`src/hdl/transport_stream_packetizer_core_macros.svh`:
```
// Assertion macros, clocked on i_clk and disabled while i_rst_n is low.
`ifndef TRANSPORT_STREAM_PACKETIZER_CORE_MACROS_SVH
`define TRANSPORT_STREAM_PACKETIZER_CORE_MACROS_SVH

// Same-cycle implication.
`define TSP_ASSERT_IMP(label, ante, cons, msg) \
    label: assert property (@(posedge i_clk) disable iff (!i_rst_n) (ante) |-> (cons)) \
        else $error(msg);

// Next-cycle implication.
`define TSP_ASSERT_NXT(label, ante, cons, msg) \
    label: assert property (@(posedge i_clk) disable iff (!i_rst_n) (ante) |=> (cons)) \
        else $error(msg);

`endif

```
`src/hdl/tsp_ram.sv`:
```
`default_nettype none

module tsp_ram #(
    parameter int WIDTH = 8,
    parameter int DEPTH = 256
) (
    input  wire logic                     i_clk,
    input  wire logic                     i_we,
    input  wire logic [$clog2(DEPTH)-1:0] i_waddr,
    input  wire logic [WIDTH-1:0]         i_wdata,
    input  wire logic                     i_re,
    input  wire logic [$clog2(DEPTH)-1:0] i_raddr,
    output logic      [WIDTH-1:0]         o_rdata
);

    logic [WIDTH-1:0] r_mem [DEPTH];
    logic [WIDTH-1:0] r_rdata;

    always_ff @(posedge i_clk) begin
        if (i_we) begin
            r_mem[i_waddr] <= i_wdata;
        end
        if (i_re) begin
            r_rdata <= r_mem[i_raddr];
        end
    end

    assign o_rdata = r_rdata;

endmodule

`default_nettype wire

```
`config.mk`:
```
export PLATFORM = sky130hd
export DESIGN_NAME = tsp_ram
export DESIGN_NICKNAME = d
export VERILOG_FILES = /design/src/hdl/transport_stream_packetizer_core_macros.svh /design/src/hdl/tsp_ram.sv
export SDC_FILE = /design/constraint.sdc
export NUM_CORES = 2
export LEC_CHECK = 0
export ABC_CLOCK_PERIOD_IN_PS = 5800
export BUFFER_PORTS_ARGS = -buffer_cell sky130_fd_sc_hd__clkbuf_2
export CORE_MARGIN = 1
export CORE_UTILIZATION = 60
export DETAILED_ROUTE_END_ITERATION = 10
export PLACE_DENSITY = 0.77
export SYNTH_ARGS = -nofsm -noshare
export SYNTH_HDL_FRONTEND = slang
export SYNTH_SLANG_ARGS = --single-unit
export TNS_END_PERCENT = 30
```
`constraint.sdc`:
```
create_clock -name i_clk -period 5.8 [get_ports i_clk]
set_clock_uncertainty 0.15 [all_clocks]
set_input_delay 1.16 -clock i_clk [delete_from_list [all_inputs] [get_ports i_clk]]
set_output_delay 1.16 -clock i_clk [all_outputs]
set_load 0.02 [all_outputs]
```
==> flow_metrics.py <==
metrics = {
    "power": {
        "power_density_nw_per_um2": 343,
        "p_clk_share_pct": 40.8,
        "vdd_drop_max_mv": 0.313,
        "p_switching_w": 0.00635,
        "p_comb_share_pct": 4.8,
        "finalPower_w": 0.0302,
        "internal_power_w": 0.0238,
        "leakage_nw": 27.1,
        "seqPwrFrac_pct": 54.4,
        "p_sw_share_pct": 21.1,
    },
    "yosys": {
        "synth_adder_area_share_pct": 0,
        "postSynthAreaPerCell_um2": 21.3,
        "yosys_warnings": 0,
        "synth_top_family_by_area": "multiplexers",
        "syn-num-nets": 3760,
        "ys_ff_latch": 2056,
        "syn_area_um2": 79600,
        "synth_top_cell_area_share_pct": 77.5,
        "synthMuxAreaShare_pct": 14.6,
        "netlist_instances": 3733,
        "synth-xor-area-share_pct": 0,
        "synthTopCellsByArea": "edfxtp_1, mux4_2, mux2i_1",
        "synth_compound_area_share_pct": 3.42,
        "synthFlopType": "edfxtp_1",
        "synth_enable_flop_cells": 2056,
        "synthSimpleGateAreaFrac_pct": 2.63,
        "postSynth.asyncResetShare_pct": 0,
        "ys_seq_area_share_pct": 77.5,
        "synth_area_leader_cell": "edfxtp_1",
        "synth.distinct_cells": 54,
    },
    "sta": {
        "min_period_ns": 4.15,
        "fmax_ghz": 0.241,
        "drv_slew": 0,
        "setup_ws_ns": 1.65,
        "finalCritPeriodShare_pct": 71.5,
        "slew_headroom_pct": 22.8,
        "finalSetupTns_ns": 0,
        "finalHoldViolCount": 0,
        "rsz0062_at_grt": "false",
        "max_slew.worst_pin.slew_ns": 1.15,
        "finalSetupViolCount": 0,
    },
    "floorplan": {
        "io_pins": 35,
        "rows": 133,
        "die_x_um": 366,
        "core_um2": 132000,
        "die_area_um2": 134000,
        "initial_core_util_pct": 60.5,
        "die_h_um": 366,
    },
    "placement": {
        "hpwl_um": 113000,
        "numPortBuffers": 34,
        "dpl_worst_slack_ns": 0.902,
        "placed_area_um2": 81800,
        "gp_congestion": 0.876,
    },
    "route": {
        "drt_first_iter_violations": 5910,
        "ant_nets": 0,
        "drt_pass1_iterations": 6,
        "routed_wl_um": 190000,
        "avgRoutedWirePerCell_um": 32.9,
        "num_vias": 39755,
        "vias_per_cell": 6.89,
        "drc": 0,
    },
    "min_path": {
        "hold_class": "in2reg",
    },
    "global_route": {
        "grt_pass1_wl_um": 275000,
        "grt_pass1_vias": 39740,
        "track_usage_pct": 28.5,
        "grt_max_degree": 149,
        "grt_overflow": 0,
        "antenna_found_initial": 12,
    },
    "clocking": {
        "cts_inserted_buffers": 191,
        "postCtsSetupBuffers": 0,
        "cts.path.max_buffers": 3,
        "clock_latency_ns": 0.82,
        "cts_tree": "yes",
        "holdBufCountCts": 0,
        "cts_htree_levels": 4,
        "cts_sinks": 2056,
        "clkTransAtPathRegs_ns": 0.06,
        "root_buffer": "clkbuf_16",
        "postCtsResizedCells": 0,
    },
    "layout": {
        "area_delta_synth_final_pct": 10.4,
        "nets": 3874,
        "drive_gt1_share_pct": 22.4,
        "mostFrequentLayoutCell": "edfxtp_1",
        "fillers": 7871,
        "layout_common_cells": "edfxtp_1, mux4_2, nor2_1",
        "final_area_um2": 87900,
        "final_util_pct": 66.8,
    },
    "worst_setup_path": {
        "start_kind": "input port",
        "critPathArrivalTime_ns": 4.51,
        "required_ns": 6.17,
        "path_class": "in2reg",
        "crit_path_max_fanout": 40,
        "end_kind": "register",
        "slowest_stage": "nor3_1",
        "worstPathCellList": "buf_8, buf_12, mux4_2, a22o_1, a221oi_1, o32ai_1, nor3_1, nor4_1",
        "crit_path_max_incr_delay_ns": 0.89,
    },
    "flow_run": {
        "drv_cap": 0,
    },
    "outcome": {
        "status": "complete, no violations",
    },
}
[logic make-up after synthesis]
kind of cell,after synthesis
mux,591
compound gates,385
flops,2056
buf+inv,235
simple gates,466
[final cells by class]
cell class	instances	area, µm²	area share, %
Inverter	2	7.51	0.00854
Timing Repair Buffer	154	1400	1.59
Multi-Input combinational cell	1442	16500	18.7
Tap cell	1755	2200	2.50
Clock inverter	111	1080	1.23
Clock buffer	235	5010	5.70
Sequential cell	2056	61700	70.2
Antenna cell	11	27.5	0.0313
[stage by stage]
| stage | hold slack (ns) | cells |
|---|---|---|
| after floorplan | 0.714 | 3733 |
| after global placement | 0.912 | 5409 |
| after detailed placement | 0.914 | 5409 |
| after CTS | 0.754 | 5755 |
| after global routing | 0.762 | 5760 |
| final | 0.817 | 5766 |
[power groups by stage]
stage	Combinational [W]	Sequential (W)	Clock (W)
final	0.00145	0.0164	0.0123
after detailed placement	0.00143	0.0167	0
after global placement	0.00140	0.0167	0
after global routing	0.00151	0.0164	0.0129
after CTS	0.00144	0.0164	0.0124
after floorplan	0.000796	0.0167	0
[registers in the layout, summed over array words and instances (netlist names)]
register / count
o_rdata: 8
r_mem: 2048
[critical path, delay by kind of cell]
kind | cells | cell delay (ns)
buffers and inverters | 2 | 0.72
and+or+nand+nor | 2 | 1.05
muxes | 1 | 0.53
AOI/OAI and AO/OA | 3 | 0.97
[per-layer routing]
layer	vias to the layer above	track usage (%)	part of all wire, %
li1	15932	-	-
met1	20675	39.5	36
met2	2674	44.5	48
met3	470	6.16	11
met4	4	12.4	4.4
met5	-	0	0.011
[final timing paths]
| check | start | to | slack [ns] | cells after the start |
|---|---|---|---|---|
| max | i_raddr[0] | o_rdata[5] | 1.65 | 8 |
| min | i_re | o_rdata[3] | 0.82 | 1 |
| max reg2reg | r_mem[81][3] | o_rdata[3] | 2.48 | 6 |
| min reg2reg | r_mem[19][2] | o_rdata[2] | 1.01 | 5 |
[cells in the mapped netlist, types with 6 or more instances]
master,count
a22o_1,8
mux4_2,454
edfxtp_1,2056
a221oi_1,13
o21ai_0,10
nand2b_1,8
nand3_1,34
buf_1,22
nor2b_1,31
buf_4,27
and2_1,6
a21oi_1,96
o211ai_1,10
mux2i_1,134
buf_8,13
nor4_1,24
o221ai_1,46
a211oi_1,16
o22ai_1,28
clkbuf_1,111
nand2_1,33
nor3_1,22
nand4_1,10
nor2_1,282
buf_12,8
a22oi_1,133
buf_2,31
buf_6,21
No activity file was read; power rests on OpenSTA's default activity.
