[config.mk]
export PLATFORM = sky130hd
export DESIGN_NAME = tsp_emit
export DESIGN_NICKNAME = d
export VERILOG_FILES = /design/src/hdl/transport_stream_packetizer_core_macros.svh /design/src/hdl/tsp_pkg.sv /design/src/hdl/tsp_emit.sv
export SDC_FILE = /design/constraint.sdc
export NUM_CORES = 1
export LEC_CHECK = 0
export BUFFER_PORTS_ARGS = -buffer_cell sky130_fd_sc_hd__clkbuf_2
export CAP_MARGIN = 20
export CELL_PAD_IN_SITES_DETAIL_PLACEMENT = 0
export CELL_PAD_IN_SITES_GLOBAL_PLACEMENT = 1
export CORE_MARGIN = 2
export CORE_UTILIZATION = 25
export DETAILED_ROUTE_END_ITERATION = 6
export PLACE_DENSITY = 0.59
export SYNTH_ARGS = -nofsm -noshare
export SYNTH_HDL_FRONTEND = slang
export SYNTH_SLANG_ARGS = --single-unit
[constraint.sdc]
create_clock -name i_clk -period 3.8 [get_ports i_clk]
set_input_delay 0.76 -clock i_clk [delete_from_list [all_inputs] [get_ports i_clk]]
set_output_delay 0.76 -clock i_clk [all_outputs]
set_load 0.01 [all_outputs]
[src/hdl/transport_stream_packetizer_core_macros.svh]
// Assertion macros, clocked on i_clk and disabled while i_rst_n is low.
`ifndef TRANSPORT_STREAM_PACKETIZER_CORE_MACROS_SVH
`define TRANSPORT_STREAM_PACKETIZER_CORE_MACROS_SVH

// Same-cycle implication.
`define TSP_ASSERT_IMP(label, ante, cons, msg) \
    label: assert property (@(posedge i_clk) disable iff (!i_rst_n) (ante) |-> (cons)) \
        else $error(msg);

// Next-cycle implication.
`define TSP_ASSERT_NXT(label, ante, cons, msg) \
    label: assert property (@(posedge i_clk) disable iff (!i_rst_n) (ante) |=> (cons)) \
        else $error(msg);

`endif

[src/hdl/tsp_pkg.sv]
`default_nettype none

package tsp_pkg;

    localparam int PID_W   = 13;
    localparam int PCR_W   = 33;
    localparam int BYTE_W  = 8;
    localparam int WORD_W  = 32;
    localparam int CC_W    = 4;
    localparam int FILL_W  = 8;
    localparam int POS_W   = 8;
    localparam int FRAME_W = 9;

    localparam int PID_ENTRIES_DEF = 8192;
    localparam int PAYLOAD_DEPTH   = 182;

    localparam logic [FRAME_W-1:0] PKT_BYTES       = 9'd188;
    localparam logic [POS_W-1:0]   LAST_POS        = 8'd187;
    localparam logic [BYTE_W-1:0]  AF_LEN_MAX      = 8'd183;
    localparam logic [FILL_W-1:0]  MAX_PAYLOAD     = 8'd182;
    localparam logic [FILL_W-1:0]  MAX_PAYLOAD_PCR = 8'd176;

    localparam logic [BYTE_W-1:0] SYNC_BYTE  = 8'h47;
    localparam logic [BYTE_W-1:0] STUFF_BYTE = 8'hFF;
    localparam logic [PID_W-1:0]  NULL_PID   = 13'h1FFF;
    localparam logic [PID_W-1:0]  PCR_PID_RST = 13'd256;

    localparam logic ACT_PAYLOAD = 1'b0;
    localparam logic ACT_NULL    = 1'b1;

    typedef struct packed {
        logic              action;
        logic [PID_W-1:0]  pid;
        logic [BYTE_W-1:0] payload_byte;
        logic              unit_start;
        logic              unit_end;
        logic [PCR_W-1:0]  pcr_base;
    } t_ts_in;

    typedef struct packed {
        logic [WORD_W-1:0] ts_word;
        logic              last_word;
    } t_ts_out;

    typedef struct packed {
        logic [PID_W-1:0]  pid;
        logic              pusi;
        logic              with_pcr;
        logic [FILL_W-1:0] n;
        logic [PCR_W-1:0]  pcr_base;
    } t_pkt_ctx;

    typedef enum logic [2:0] {
        ST_CLEAR,
        ST_IDLE,
        ST_QUOT,
        ST_READ,
        ST_LAUNCH,
        ST_EMIT
    } t_state;

endpackage

`default_nettype wire

[src/hdl/tsp_emit.sv]
`default_nettype none

module tsp_emit (
    input  wire logic                         i_clk,
    input  wire logic                         i_rst_n,
    input  wire logic                         i_start,
    input  wire tsp_pkg::t_pkt_ctx            i_ctx,
    input  wire logic [tsp_pkg::CC_W-1:0]     i_cc,
    output logic                              o_busy,
    output logic                              o_rd_en,
    output logic      [tsp_pkg::FILL_W-1:0]   o_rd_addr,
    input  wire logic [tsp_pkg::BYTE_W-1:0]   i_rd_data,
    output logic                              o_valid,
    input  wire logic                         i_stall,
    output tsp_pkg::t_ts_out                  o_out
);

    import tsp_pkg::*;

    logic                  r_a_valid;
    logic                  n_a_valid;
    logic [POS_W-1:0]      r_pos;
    logic [POS_W-1:0]      n_pos;

    logic                  r_b_valid;
    logic                  r_b_mem;
    logic [BYTE_W-1:0]     r_b_byte;
    logic                  r_b_wend;
    logic                  r_b_last;

    logic [3*BYTE_W-1:0]   r_acc;
    logic                  r_out_valid;
    t_ts_out               r_out;

    logic                  w_en;
    logic                  w_mem;
    logic [BYTE_W-1:0]     w_byte;
    logic [BYTE_W-1:0]     w_b_data;
    logic [FRAME_W-1:0]    w_pos9;
    logic [FRAME_W-1:0]    w_n9;
    logic [FRAME_W-1:0]    w_pay_start;
    logic [FRAME_W-1:0]    w_rd_full;
    logic [PCR_W-1:0]      w_b;

    assign w_en        = !r_out_valid || !i_stall;
    assign w_pos9      = {1'b0, r_pos};
    assign w_n9        = {1'b0, i_ctx.n};
    assign w_pay_start = PKT_BYTES - w_n9;
    assign w_rd_full   = w_pos9 + w_n9 - PKT_BYTES;
    assign w_b         = i_ctx.pcr_base;

    always_comb begin
        w_mem  = (w_pos9 >= w_pay_start);
        w_byte = STUFF_BYTE;
        case (r_pos)
            8'd0: begin
                w_mem  = 1'b0;
                w_byte = SYNC_BYTE;
            end
            8'd1: begin
                w_mem  = 1'b0;
                w_byte = {1'b0, i_ctx.pusi, 1'b0, i_ctx.pid[PID_W-1:8]};
            end
            8'd2: begin
                w_mem  = 1'b0;
                w_byte = i_ctx.pid[7:0];
            end
            8'd3: begin
                w_mem  = 1'b0;
                w_byte = {2'b00, 1'b1, (i_ctx.n != '0), i_cc};
            end
            8'd4: begin
                w_mem  = 1'b0;
                w_byte = AF_LEN_MAX - i_ctx.n;
            end
            8'd5: begin
                w_mem  = 1'b0;
                w_byte = {1'b0, 1'b1, 1'b0, i_ctx.with_pcr, 4'b0000};
            end
            8'd6: begin
                if (i_ctx.with_pcr) begin
                    w_mem  = 1'b0;
                    w_byte = w_b[32:25];
                end
            end
            8'd7: begin
                if (i_ctx.with_pcr) begin
                    w_mem  = 1'b0;
                    w_byte = w_b[24:17];
                end
            end
            8'd8: begin
                if (i_ctx.with_pcr) begin
                    w_mem  = 1'b0;
                    w_byte = w_b[16:9];
                end
            end
            8'd9: begin
                if (i_ctx.with_pcr) begin
                    w_mem  = 1'b0;
                    w_byte = w_b[8:1];
                end
            end
            8'd10: begin
                if (i_ctx.with_pcr) begin
                    w_mem  = 1'b0;
                    w_byte = {w_b[0], 7'h7E};
                end
            end
            8'd11: begin
                if (i_ctx.with_pcr) begin
                    w_mem  = 1'b0;
                    w_byte = 8'h00;
                end
            end
            default: begin
            end
        endcase
    end

    always_comb begin
        n_a_valid = r_a_valid;
        n_pos     = r_pos;
        if (i_start) begin
            n_a_valid = 1'b1;
            n_pos     = '0;
        end else if (w_en && r_a_valid) begin
            if (r_pos == LAST_POS) begin
                n_a_valid = 1'b0;
            end else begin
                n_pos = r_pos + 1'b1;
            end
        end
    end

    assign o_rd_en   = w_en && r_a_valid && w_mem;
    assign o_rd_addr = w_rd_full[FILL_W-1:0];
    assign w_b_data  = r_b_mem ? i_rd_data : r_b_byte;

    always_ff @(posedge i_clk) begin
        if (!i_rst_n) begin
            r_a_valid   <= 1'b0;
            r_b_valid   <= 1'b0;
            r_out_valid <= 1'b0;
        end else begin
            r_a_valid <= n_a_valid;
            if (w_en) begin
                r_b_valid <= r_a_valid;
            end
            if (w_en && r_b_valid && r_b_wend) begin
                r_out_valid <= 1'b1;
            end else if (r_out_valid && !i_stall) begin
                r_out_valid <= 1'b0;
            end
        end
    end

    always_ff @(posedge i_clk) begin
        r_pos <= n_pos;
        if (w_en) begin
            r_b_mem  <= w_mem;
            r_b_byte <= w_byte;
            r_b_wend <= (r_pos[1:0] == 2'b11);
            r_b_last <= (r_pos == LAST_POS);
            if (r_b_valid) begin
                if (r_b_wend) begin
                    r_out.ts_word   <= {r_acc, w_b_data};
                    r_out.last_word <= r_b_last;
                end else begin
                    r_acc <= {r_acc[2*BYTE_W-1:0], w_b_data};
                end
            end
        end
    end

    assign o_busy  = r_a_valid || r_b_valid;
    assign o_valid = r_out_valid;
    assign o_out   = r_out;

endmodule

`default_nettype wire

==> run_results.csv <==
group,metric,value,unit
status,status,"finished, final reports clean",
logic_synthesis,synth_cell_type_count,60,
logic_synthesis,ys_seq_elements,79,
logic_synthesis,netlist_area,4280,um2
routing,wirelength,11700,um
logic_synthesis,synth_edf_count,68,
floorplan,die_height,135,um
logic_synthesis,netlist_top_cells_area,"edfxtp_1 (48%), ha_1 (8.2%), dfxtp_1 (5.1%)",
clocking,clk_latency,0.33,ns
grt,grtUsageTotal,12.8,%
critical_path,critPathKind,"in2out",
routing,via_per_inst,4.69,
timing,finalCritPeriodShare,93.4,%
logic_synthesis,synth_top_area_cell,"edfxtp_1",
timing,drv_slew,0,
final_layout,area_growth,26.8,%
logic_synthesis,synth_top_area_share,47.7,%
clocking,cts_buffer_depth,2,
final_layout,multiInputGateArea,1870,um2
clocking,numCtsBuffers,9,
routing,drtAntennaViolNets,0,
clocking,cts-htree-levels,3,
clocking,cts-root-buf,"clkbuf_16",
timing,finalSetupTns,0,ns
timing,max_clock_freq,0.282,GHz
final_layout,post-route-util,32.6,%
final_layout,fin_cells,708,
placed_design,portBuffers,115,
logic_synthesis,synth.net_count,469,
job,maxCapViolCount,0,
logic_synthesis,async_flop_share,0,%
routing,wl_per_cell,16.6,um
worst_hold_path,hp-class,"reg2reg",
power_and_ir_drop,p_leak,2.19,nW
clocking,post_cts_buffers,0,
final_layout,nNetsFinal,584,
final_layout,diodes,0,
floorplan,boundaryPins,116,
clocking,cts_tree,"yes",
routing,first_pass_iters,5,
logic_synthesis,ys_warn_count,0,
clocking,holdBufCountCts,0,
timing,setup_viol,0,
placed_design,hpwlAfterDp,9210,um
timing,hold_violations,0,
timing,maxSlewHeadroom,57.7,%
timing,rsz0062_at_grt,"no",
critical_path,cp.arrival,2.79,ns
final_layout,drive_above_1_share,32.4,%
clocking,postCtsResizedCells,0,
grt,grt_pass1_wl,17900,um
placed_design,place_area,5110,um2
placed_design,placedCellCount,692,
power_and_ir_drop,powerDensity,395,nW/um2
floorplan,start_util,25.7,%
final_layout,stdcell_area,5420,um2
timing,period_minus_slack,3.55,ns
grt,grt_pass1_vias,3226,
logic_synthesis,ys_seq_area_share,52.9,%
routing,drtIter0Drc,185,
logic_synthesis,syn_inst,368,
placed_design,routabilityCongestion,0.854,
critical_path,start_kind,"input pin",
floorplan,die_area,18200,um2
clocking,clock_sinks,79,
timing,clock_skew,0.00453,ns
logic_synthesis,syn_avg_cell_area,11.6,um2
floorplan,rows,47,
grt,grt_antenna_before_repair,0,
power_and_ir_drop,ir_drop,0.000196,V
critical_path,crit_required,3.04,ns
clocking,path_clk_slew,0.06,ns
routing,drc,0,
floorplan,fp.dieW,135,um
final_layout,seq_area,2260,um2
power_and_ir_drop,p_total,2.14,mW
logic_synthesis,ys.flop_type,"edfxtp_1",
routing,via_count,3324,
final_layout,fill_cells,1744,
timing,worst_pin_slew,0.633,ns
grt,grt_max_degree,34,
floorplan,core,16600,um2
critical_path,critPathMaxFanout,8,
grt,grt-ovfl-total,0,
critical_path,cp-end-kind,"output pin",
[registers in the layout, summed over array words and instances (netlist names)]
signal	count
r_b_mem	1
r_b_wend	1
r_pos	8
r_b_byte	8
r_acc	24
o_valid	1
r_b_last	1
o_out	33
r_b_valid	1
r_a_valid	1
[metrics by stage]
| step | hold slack [ns] | setup WS (ns) |
|---|---|---|
| 2_1_floorplan | 0.400 | 0.629 |
| 3_3_place_gp | 0.401 | 0.172 |
| 3_5_place_dp | 0.406 | 0.110 |
| 4_1_cts | 0.420 | 0.0954 |
| 5_1_grt | 0.421 | 0.0525 |
| 6_report | 0.418 | 0.249 |
[worst max-delay path, cell delays in order]
cell and delay (ns):
clkbuf_2 0.19, ha_1 0.23, a21boi_1 0.26, a21oi_1 0.12, xnor2_1 0.14, ha_1 0.32
nand3_1 0.10, o211ai_1 0.19, a21oi_1 0.09, nor3b_2 0.22, clkbuf_2 0.17
[worst paths after layout]
kind / start / to / depth (start not counted) / slack [ns]
min: r_acc[23] / o_out[32] / 0 / 0.42
min reg2reg: r_acc[23] / o_out[32] / 0 / 0.42
max: i_ctx[36] / o_rd_en / 11 / 0.25
max reg2reg: r_pos[0] / r_b_byte[0] / 7 / 1.19
[placed cells by master (no fill, tap or decap), drive strengths merged, types with 3 or more instances in the layout]
master / n
clkbuf: 124
edfxtp: 68
ha: 28
nand2: 25
nor2: 24
inv: 20
o21ai: 15
a21oi: 15
xnor2: 14
a22oi: 13
dfxtp: 11
nand3: 9
nand4: 9
buf: 9
xor2: 8
mux2: 8
nand2b: 7
nor3: 7
nor2b: 6
a211oi: 5
a211o: 5
and3: 5
o211ai: 4
clkinv: 4
a21boi: 4
a311oi: 3
nor4: 3
[power breakdown]
part	total [mW]	leakage [nW]	switching (mW)	internal, mW
clock	0.854	0.146	0.339	0.515
sequential	1.00	0.722	0.0139	0.987
combinational	0.287	1.32	0.162	0.125
total	2.14	2.19	0.515	1.63
[cells by family after synthesis]
| logic type | synth area share [%] |
|---|---|
| buf+inv | 3.66 |
| simple gates | 13.5 |
| compound gates | 14.5 |
| xor+xnor | 4.51 |
| fa+ha+maj | 8.66 |
| mux | 2.34 |
| flops | 52.9 |
[cell usage after synthesis (all sizes together), types with 6 or more instances]
cell    number
nand2       25
nor3         7
nand2b       7
buf          6
inv         19
mux2         8
ha          28
a22oi       13
o21ai       15
clkbuf      14
a21oi       15
nand3        9
edfxtp      68
nor2        24
xor2         8
xnor2       14
nand4        9
dfxtp       11
nor2b        6
[final cells by class]
type / count / area share [%]
sequential: 79 / 41.7
multi-input combinational: 250 / 34.4
timing repair buffer: 124 / 11.9
tap: 220 / 5.07
clock buffer: 9 / 4.15
clock inverter: 7 / 1.50
inverter: 19 / 1.31
[layer usage]
layer | vias to the layer above | routed length (um) | GRT usage [%]
met5 | - | 0 | 0
met1 | 1570 | 5730 | 18.6
met2 | 133 | 5060 | 19.5
li1 | 1615 | - | -
met4 | 0 | 83 | 3.45
met3 | 6 | 858 | 2.59
No activity file was read; power rests on OpenSTA's default activity.
